[config.mk]
export PLATFORM = sky130hd
export DESIGN_NAME = r250_ctrl
export DESIGN_NICKNAME = d
export VERILOG_FILES = /design/src/hdl/r250_pkg.sv /design/src/hdl/r250_ctrl.sv
export SDC_FILE = /design/constraint.sdc
export NUM_CORES = 1
export LEC_CHECK = 0
export ABC_AREA = 1
export BUFFER_PORTS_ARGS = -buffer_cell sky130_fd_sc_hd__clkbuf_2
export CELL_PAD_IN_SITES_DETAIL_PLACEMENT = 1
export CELL_PAD_IN_SITES_GLOBAL_PLACEMENT = 2
export CORE_AREA = 2 2 39 41
export CTS_BUF_LIST = sky130_fd_sc_hd__clkbuf_8
export CTS_CLUSTER_SIZE = 24
export DETAILED_ROUTE_END_ITERATION = 12
export DIE_AREA = 0 0 41 43
export GPL_TIMING_DRIVEN = 0
export HOLD_SLACK_MARGIN = 0.05
export PLACE_DENSITY = 0.74
export REMOVE_ABC_BUFFERS = 1
export SLEW_MARGIN = 20
export SYNTH_ARGS = -nofsm -noshare
export SYNTH_HDL_FRONTEND = slang
export SYNTH_SLANG_ARGS = --single-unit
[constraint.sdc]
create_clock -name clk -period 2.15 [get_ports clk]
set_input_delay 0.43 -clock clk [delete_from_list [all_inputs] [get_ports clk]]
set_output_delay 0.43 -clock clk [all_outputs]
set_load 0.01 [all_outputs]
[src/hdl/r250_pkg.sv]
// ----------------------------------------------------------------------------
// r250_pkg
// Shared types and constants of the R250 lagged XOR generator: the lags, the
// default seed table, the controller states and the command/status words.
// ----------------------------------------------------------------------------
`default_nettype none

package r250_pkg;

	// Lags of the recurrence word[j] = word[j-147] ^ word[j-250].
	localparam int unsigned LAG_SHORT   = 147;
	localparam int unsigned LAG_LONG    = 250;
	localparam int unsigned TABLE_WORDS = 256;

	// Function codes of an input word.
	localparam logic FUNC_DRAW = 1'b0;
	localparam logic FUNC_LOAD = 1'b1;

	// Built-in default seed table, loaded into the ring after reset.
	localparam logic [31:0] DEFAULT_SEED [TABLE_WORDS] = '{
		32'd2183635719, 32'd2190244759, 32'd1838922374, 32'd2492928253,
		32'd1691620525, 32'd4174268300, 32'd2925036378, 32'd1686150634,
		32'd4143523061, 32'd92006323, 32'd4177728194, 32'd1411981943,
		32'd1245853850, 32'd1521440829, 32'd2963330919, 32'd856290965,
		32'd2647997580, 32'd2981053599, 32'd1099760386, 32'd3284599097,
		32'd1153699365, 32'd604329032, 32'd2976899913, 32'd3519137272,
		32'd4184227608, 32'd2072347806, 32'd731765320, 32'd3731617640,
		32'd2011825539, 32'd3519091383, 32'd777911520, 32'd3593825682,
		32'd2213846057, 32'd2818450139, 32'd1518574725, 32'd3087387789,
		32'd2839883236, 32'd2917794674, 32'd911197067, 32'd211765470,
		32'd428397452, 32'd2446693707, 32'd921325450, 32'd135181643,
		32'd2748792785, 32'd1430813481, 32'd2819005913, 32'd1794303866,
		32'd1684166381, 32'd2236579585, 32'd183216389, 32'd22600318,
		32'd424653856, 32'd3742353884, 32'd3645276761, 32'd2061915755,
		32'd3915077421, 32'd600520186, 32'd556839987, 32'd734918579,
		32'd2120203728, 32'd2899243738, 32'd1481433027, 32'd2344617992,
		32'd1599513085, 32'd1398259692, 32'd1670606037, 32'd648503549,
		32'd1539868690, 32'd128537250, 32'd3997202055, 32'd2749540959,
		32'd327991835, 32'd2963440711, 32'd3023804961, 32'd4077646674,
		32'd1658275422, 32'd2090997227, 32'd3780061296, 32'd2729972273,
		32'd1926252795, 32'd3202049657, 32'd3879207852, 32'd1900755841,
		32'd2480152485, 32'd561994355, 32'd1380333390, 32'd2134798066,
		32'd2128088413, 32'd14348827, 32'd1584549315, 32'd2472893490,
		32'd2427233072, 32'd3471354632, 32'd3092802058, 32'd3537096898,
		32'd3131526979, 32'd600558991, 32'd729675831, 32'd712609463,
		32'd2977016554, 32'd3732375413, 32'd2921287250, 32'd2698425775,
		32'd57604637, 32'd2706609512, 32'd632385541, 32'd2012671337,
		32'd2010953452, 32'd824814095, 32'd1619673816, 32'd767630393,
		32'd195784944, 32'd662004853, 32'd3374593664, 32'd1653069366,
		32'd1323411388, 32'd2229537257, 32'd2587783893, 32'd447703779,
		32'd1687964944, 32'd3616195188, 32'd4227645990, 32'd3873208902,
		32'd2630042627, 32'd718425856, 32'd706712992, 32'd2272163330,
		32'd2123548242, 32'd3052380041, 32'd1286900347, 32'd3030225619,
		32'd3990904814, 32'd460716308, 32'd685339369, 32'd834928970,
		32'd2129756172, 32'd495105944, 32'd4161716583, 32'd4257896697,
		32'd1728169764, 32'd777344186, 32'd3790271563, 32'd569734115,
		32'd4136669083, 32'd3156717764, 32'd1113962257, 32'd1250225371,
		32'd666738466, 32'd3660168312, 32'd2582701982, 32'd2927556822,
		32'd2309677514, 32'd4228759946, 32'd4275226748, 32'd1917759123,
		32'd2301422716, 32'd3325595869, 32'd3600918959, 32'd1507742373,
		32'd2189228943, 32'd1354410878, 32'd1893866291, 32'd3405482202,
		32'd258140360, 32'd3412838799, 32'd789120517, 32'd1774390742,
		32'd1276112849, 32'd2971021240, 32'd661478379, 32'd2366454877,
		32'd1350258451, 32'd3269346974, 32'd1568983620, 32'd366528176,
		32'd1512560683, 32'd428458871, 32'd2837985004, 32'd1145283036,
		32'd3488172914, 32'd2830841878, 32'd578995039, 32'd1783082104,
		32'd763626672, 32'd3609683706, 32'd997748244, 32'd291508732,
		32'd1082754828, 32'd1793724907, 32'd445425176, 32'd306544940,
		32'd1141049923, 32'd2340771713, 32'd2695001510, 32'd1039741825,
		32'd25338870, 32'd1961306592, 32'd1970584190, 32'd1932328866,
		32'd70484709, 32'd2794213096, 32'd1947251298, 32'd2384361454,
		32'd1532598777, 32'd1413594045, 32'd3741770196, 32'd3341090742,
		32'd3425538499, 32'd1077106632, 32'd679120682, 32'd548535452,
		32'd1785460316, 32'd2833553614, 32'd2641172924, 32'd3482103930,
		32'd2922868348, 32'd3452689737, 32'd778677809, 32'd1852367327,
		32'd3185222054, 32'd2475234521, 32'd1105940197, 32'd188880018,
		32'd3701380499, 32'd4075520071, 32'd3197904393, 32'd3346375591,
		32'd2092415115, 32'd3541136001, 32'd1609674945, 32'd2334264928,
		32'd442922817, 32'd3551460990, 32'd96703578, 32'd355623315,
		32'd1838176107, 32'd2630741652, 32'd2614239307, 32'd947656070,
		32'd1720998510, 32'd1260963745, 32'd412104712, 32'd2897568188,
		32'd504494002, 32'd409223266, 32'd13584767, 32'd4006567101,
		32'd1443312917, 32'd1985791450, 32'd1428736195, 32'd3128819800,
		32'd4106263747, 32'd2661162000, 32'd2440997736, 32'd3111816589
	};

	// Controller states.
	typedef enum logic [2:0] {
		ST_INIT,
		ST_IDLE,
		ST_REFRESH,
		ST_DRAIN,
		ST_OUT
	} state_t;

	// Commands from the controller to the datapath.
	typedef struct packed {
		logic init_wr;    // write one default table word during the initial fill
		logic seed_wr;    // write a seed word and mark a refresh as pending
		logic draw_rd;    // read the word at the read position and advance it
		logic ref_start;  // set up the refresh pointers and clear the read position
		logic ref_issue;  // issue the reads of one refresh step
		logic out_valid;  // present the drawn word
	} ctrl_cmd_t;

	// Status from the datapath to the controller.
	typedef struct packed {
		logic init_last;     // last word of the initial fill
		logic need_refresh;  // refresh pending or ring used up
		logic step_last;     // last refresh step being issued
	} dp_status_t;

endpackage

`default_nettype wire

[src/hdl/r250_ctrl.sv]
// ----------------------------------------------------------------------------
// r250_ctrl
// Controller of the R250 generator: sequences the initial fill, seed loads,
// ring refreshes and draws, and drives the handshake.
// ----------------------------------------------------------------------------
`default_nettype none

module r250_ctrl (
	input  wire logic                 clk,
	input  wire logic                 arst_n,
	input  wire logic                 start,
	input  wire logic                 func,
	input  wire r250_pkg::dp_status_t status,
	output r250_pkg::ctrl_cmd_t       cmd,
	output logic                      busy
);
	import r250_pkg::*;

	state_t state_q;
	state_t state_d;
	logic   take_draw;
	logic   take_load;

	// Accepted input words, split by function.
	assign take_draw = (state_q == ST_IDLE) && start && (func == FUNC_DRAW);
	assign take_load = (state_q == ST_IDLE) && start && (func == FUNC_LOAD);

	// State register.
	always_ff @(posedge clk or negedge arst_n) begin
		if (!arst_n) begin
			state_q <= ST_INIT;
		end else begin
			state_q <= state_d;
		end
	end

	// Next state.
	always_comb begin
		state_d = state_q;
		case (state_q)
			ST_INIT: begin
				if (status.init_last) begin
					state_d = ST_IDLE;
				end
			end
			ST_IDLE: begin
				if (take_draw) begin
					state_d = status.need_refresh ? ST_REFRESH : ST_OUT;
				end
			end
			ST_REFRESH: begin
				if (status.step_last) begin
					state_d = ST_DRAIN;
				end
			end
			ST_DRAIN: begin
				state_d = ST_OUT;
			end
			ST_OUT: begin
				state_d = ST_IDLE;
			end
			default: begin
				state_d = ST_INIT;
			end
		endcase
	end

	// Outputs.
	always_comb begin
		cmd = '0;
		busy = 1'b1;
		case (state_q)
			ST_INIT: begin
				cmd.init_wr = 1'b1;
			end
			ST_IDLE: begin
				busy = 1'b0;
				cmd.seed_wr = take_load;
				cmd.draw_rd = take_draw && !status.need_refresh;
				cmd.ref_start = take_draw && status.need_refresh;
			end
			ST_REFRESH: begin
				cmd.ref_issue = 1'b1;
			end
			ST_DRAIN: begin
				// The last refresh write lands while slot 0 is read.
				cmd.draw_rd = 1'b1;
			end
			ST_OUT: begin
				cmd.out_valid = 1'b1;
			end
			default: begin
				busy = 1'b1;
			end
		endcase
	end

endmodule

`default_nettype wire

After elaboration in Yosys (flattened, before gate mapping)
Cells that the tools add are included.
{"block": "op_classes", "reduce_logical": 8, "mux": 12, "n_eq_ne": 7, "n_bitwise": 1}
{"op": "case mux 3 bit (5 select lines)", "count": 1}
{"op": "two-way mux 3 bit", "count": 4}
{"op": "equality test 3 x 2 -> 1 bit (second input constant)", "count": 2}
{"op": "two-way mux 1 bit", "count": 6}
{"op": "!= test 2 bit (second input constant)", "count": 3}
{"op": "logical AND 1 bit", "count": 5}
{"op": "equality test 3 x 1 -> 1 bit (second input constant)", "count": 1}
{"op": "equality test 3 bit (second input constant)", "count": 1}
{"op": "logical NOT 3 bit", "count": 1}
{"op": "AND reduction 3 bit", "count": 1}
{"op": "case mux 1 bit (2 select lines)", "count": 1}
{"op": "logical NOT 1 bit", "count": 1}
{"op": "NOT 1 bit", "count": 1}
{"block": "totals", "wordCells": 29, "regBits": 3}

Logic depth before layout (Yosys ltp)
{"block": "logic_depth", "word_depth": 5, "depth_mapped": 6, "depth_no_buf": 6}

Least setup slack after synthesis
Ideal clock, no wire load.
{"block": "synth_path", "path_type": "reg2out", "start": "register state_q[2]", "end": "output cmd[4] (netlist name)", "setup_slack_ps": 796, "required_ps": 1720, "stages_incl_launch_ff": 6, "arrival_ps": 924, "path_cell_list": "dfrtp_1 -> inv_2 -> nand2_2 -> nor2_2 -> inv_1 -> nor3_2"}
{"element": "start: declaration", "line": "r250_ctrl.sv:19", "source": "state_t state_q;"}
{"element": "start signal: assignment", "line": "r250_ctrl.sv:33", "source": "state_q <= state_d;"}
{"element": "end: declaration", "line": "r250_ctrl.sv:14", "source": "output r250_pkg::ctrl_cmd_t cmd,"}

==> impl_metrics.csv <==
group,metric,value,unit
timing,clock-skew-final,0.00298,ns
timing,slew_violations,0,
worst_setup_path,cp.required,1.72,ns
clock_tree,cts_setup_buffers,0,
timing,rsz0062_at_grt,"false",
cells_and_area,drive_gt1_share,38.2,%
worst_hold_path,hold_class,"input pin to flop",
synth,yosys_warnings,0,
drt,top_layer,"met4",
pwr,power,0.505,mW
clock_tree,cts_max_level,1,
place,dp_hpwl,500,um
clock_tree,cts_buffers,3,
worst_setup_path,path_buf_inv,2,
timing,finalHoldViolations,0,
cells_and_area,final_nets,63,
place,dpl-instance-area,315,um2
grt,first_global_vias,269,
place,gp_congestion,0.629,
drt,met2_length,273,um
timing,slew_headroom,86.8,%
floorplan,die_w,41,um
drt,route.detailed.drc,0,
job,drv.max_cap_violation_count,0,
clock_tree,cts_sinks,3,
drt,drt_iter0_markers,1,
worst_setup_path,cp.depth,6,
clock_tree,clockBufferDepth,2,
drt,wire_per_inst,8.51,um
clock_tree,cts_tree,"yes",
worst_setup_path,timing.rr.start,"state_q[2]$_DFFE_PN0P_",
floorplan,pin_count,14,
cells_and_area,top_regs,"state_q: 3 flops",
floorplan,start_util,16.6,%
worst_setup_path,slowest_delay,0.42,ns
cells_and_area,layout_common_cells,"clkbuf_2, inv_1, nor2_1, nand2_1",
clock_tree,cts_resized,0,
cells_and_area,n_antenna_cell,0,
clock_tree,cts.clk_slew.worst_paths,0.03,ns
clock_tree,insertion_delay,0.22,ns
synth,netlist_top_cells_area,"dfrtp_1, inv_1, nor2_1",
floorplan,fp.coreArea,1380,um2
synth,ys_types,13,
grt,grt_max_degree,7,
cells_and_area,regArea,75.1,um2
timing,period_minus_slack,1.69,ns
drt,avgViaCountPerCell,4.10,
cells_and_area,fillers,192,
synth,synth_seq_area_share,32.6,%
cells_and_area,largest_register_ffs,3,
worst_setup_path,r2r_end,"state_q[1]$_DFFE_PN0P_",
synth,synth.cell_area,230,um2
clock_tree,root_buffer,"clkbuf_8",
timing,min_period_over_period,78.7,%
worst_setup_path,crit_family,"flip-flops",
synth,netlist_instances,37,
floorplan,row_count,14,
cells_and_area,layout_commonest_cell,"clkbuf_2",
cells_and_area,area_growth,60.9,%
worst_setup_path,slowest_stage,"dfrtp_1",
worst_setup_path,worstPathArrival,1.26,ns
grt,antenna_found_initial,0,
worst_setup_path,reg2reg_setup_slack,1.10,ns
drt,num_vias,291,
synth,ys_ff_latch,3,
outcome,status,"finished clean",
drt,wl_met1,236,um
cells_and_area,top_register,"state_q",
synth,synth_top_area_share,32.6,%
drt,antenna_left,0,
timing,worstMarginPinSlew,0.198,ns
timing,setup_tns,0,ns
synth,yosysTopAreaCell,"dfrtp_1",
synth,avgSynthCellArea,6.22,um2
worst_setup_path,crit_chain,"inv_2 > nand2_2 > nor2_2 > nand4_1 > nand2_1 > clkbuf_2",
worst_setup_path,crit_type,"flop to output pin",
worst_setup_path,worstPathMaxFanout,4,
cells_and_area,finish.instance_area,370,um2
drt,dr_wl_met3,44,um
worst_setup_path,crit_path_start,"state_q[2]$_DFFE_PN0P_",
floorplan,die_y,43,um
pwr,vdd_ir_drop_max,324,uV
timing,fmax,591,MHz
floorplan,die-area,1760,um2
timing,finalSetupViolations,0,
drt,drt-total-wl,604,um
place,port_buffers,13,
worst_setup_path,reg2regPathDepth,6,
grt,overflow,0,
pwr,leakage,0.227,nW
worst_setup_path,startpoint_type,"flop",
worst_setup_path,crit_path_end_kind,"output pin",
cells_and_area,multi_input_area,118,um2
pwr,p_per_area,1360,nW/um2
worst_setup_path,crit_path_end,"cmd[3]",
grt,track_usage,9.15,%
drt,firstDrtPassIters,2,
grt,grt_pass1_wl,931,um
[synth_stat cells (all sizes together)]
cell / n
nand4: 1
nand3: 3
dfrtp: 3
nor2: 9
a21oi: 1
nor3: 2
nand2: 6
inv: 10
o21ai: 2
[through the flow]
step	setup slack, ns	cells	utilization (%)	hold slack [ns]
floorplan	0.796	37	-	0.134
global placement	0.665	66	22.8	0.230
detailed placement	0.662	66	22.8	0.229
CTS	0.426	71	26.8	0.483
global route	0.326	71	26.8	0.516
finish	0.457	71	26.8	0.480
[cells by family after synthesis]
logic type	Yosys count	synth area share [%]
flip-flops	3	32.6
buffers and inverters	10	16.3
AND/OR/NAND/NOR	21	44.6
AO/OA/AOI/OAI	3	6.52
[worst min path at each step]
stage | from | end | cells past startpoint
after detailed placement | arst_n | state_q[2]$_DFFE_PN0P_ | 1
final | func | state_q[0]$_DFFE_PN0P_ | 3
after floorplan | arst_n | state_q[0]$_DFFE_PN0P_ | 0
after CTS | func | state_q[0]$_DFFE_PN0P_ | 3
after global routing | func | state_q[0]$_DFFE_PN0P_ | 3
after global placement | arst_n | state_q[2]$_DFFE_PN0P_ | 1
[layout make-up]
class	instances	share of cell area, %
Tap cell	16	5.41
Sequential cell	3	20.3
Multi-Input combinational cell	24	31.8
Inverter	10	10.1
Timing Repair Buffer	14	20.3
Clock buffer	3	11.1
Clock inverter	1	1.01
[per-layer routing]
metal	up-vias	global-route usage (%)
li1	149	-
met1	125	7.12
met2	12	13.1
met3	5	3.14
met4	0	14.0
met5	-	0
[timing repair]
item	in CTS	in global routing
setup endpoints to repair	0	0
hold buffers	1	0
hold endpoints to repair	3	0
[tightest hold or removal path, cell delays in order]
cell	delay [ns]
clkbuf_2	0.09
o21ai_1	0.07
o21ai_0	0.07
[report_power, final]
part | switching (mW) | total [mW] | internal (mW)
sequential | 0.0328 | 0.113 | 0.0801
combinational | 0.144 | 0.232 | 0.0887
clock | 0.0387 | 0.160 | 0.122
total | 0.215 | 0.505 | 0.290
Note: power is estimated with default switching activity, not from simulation.
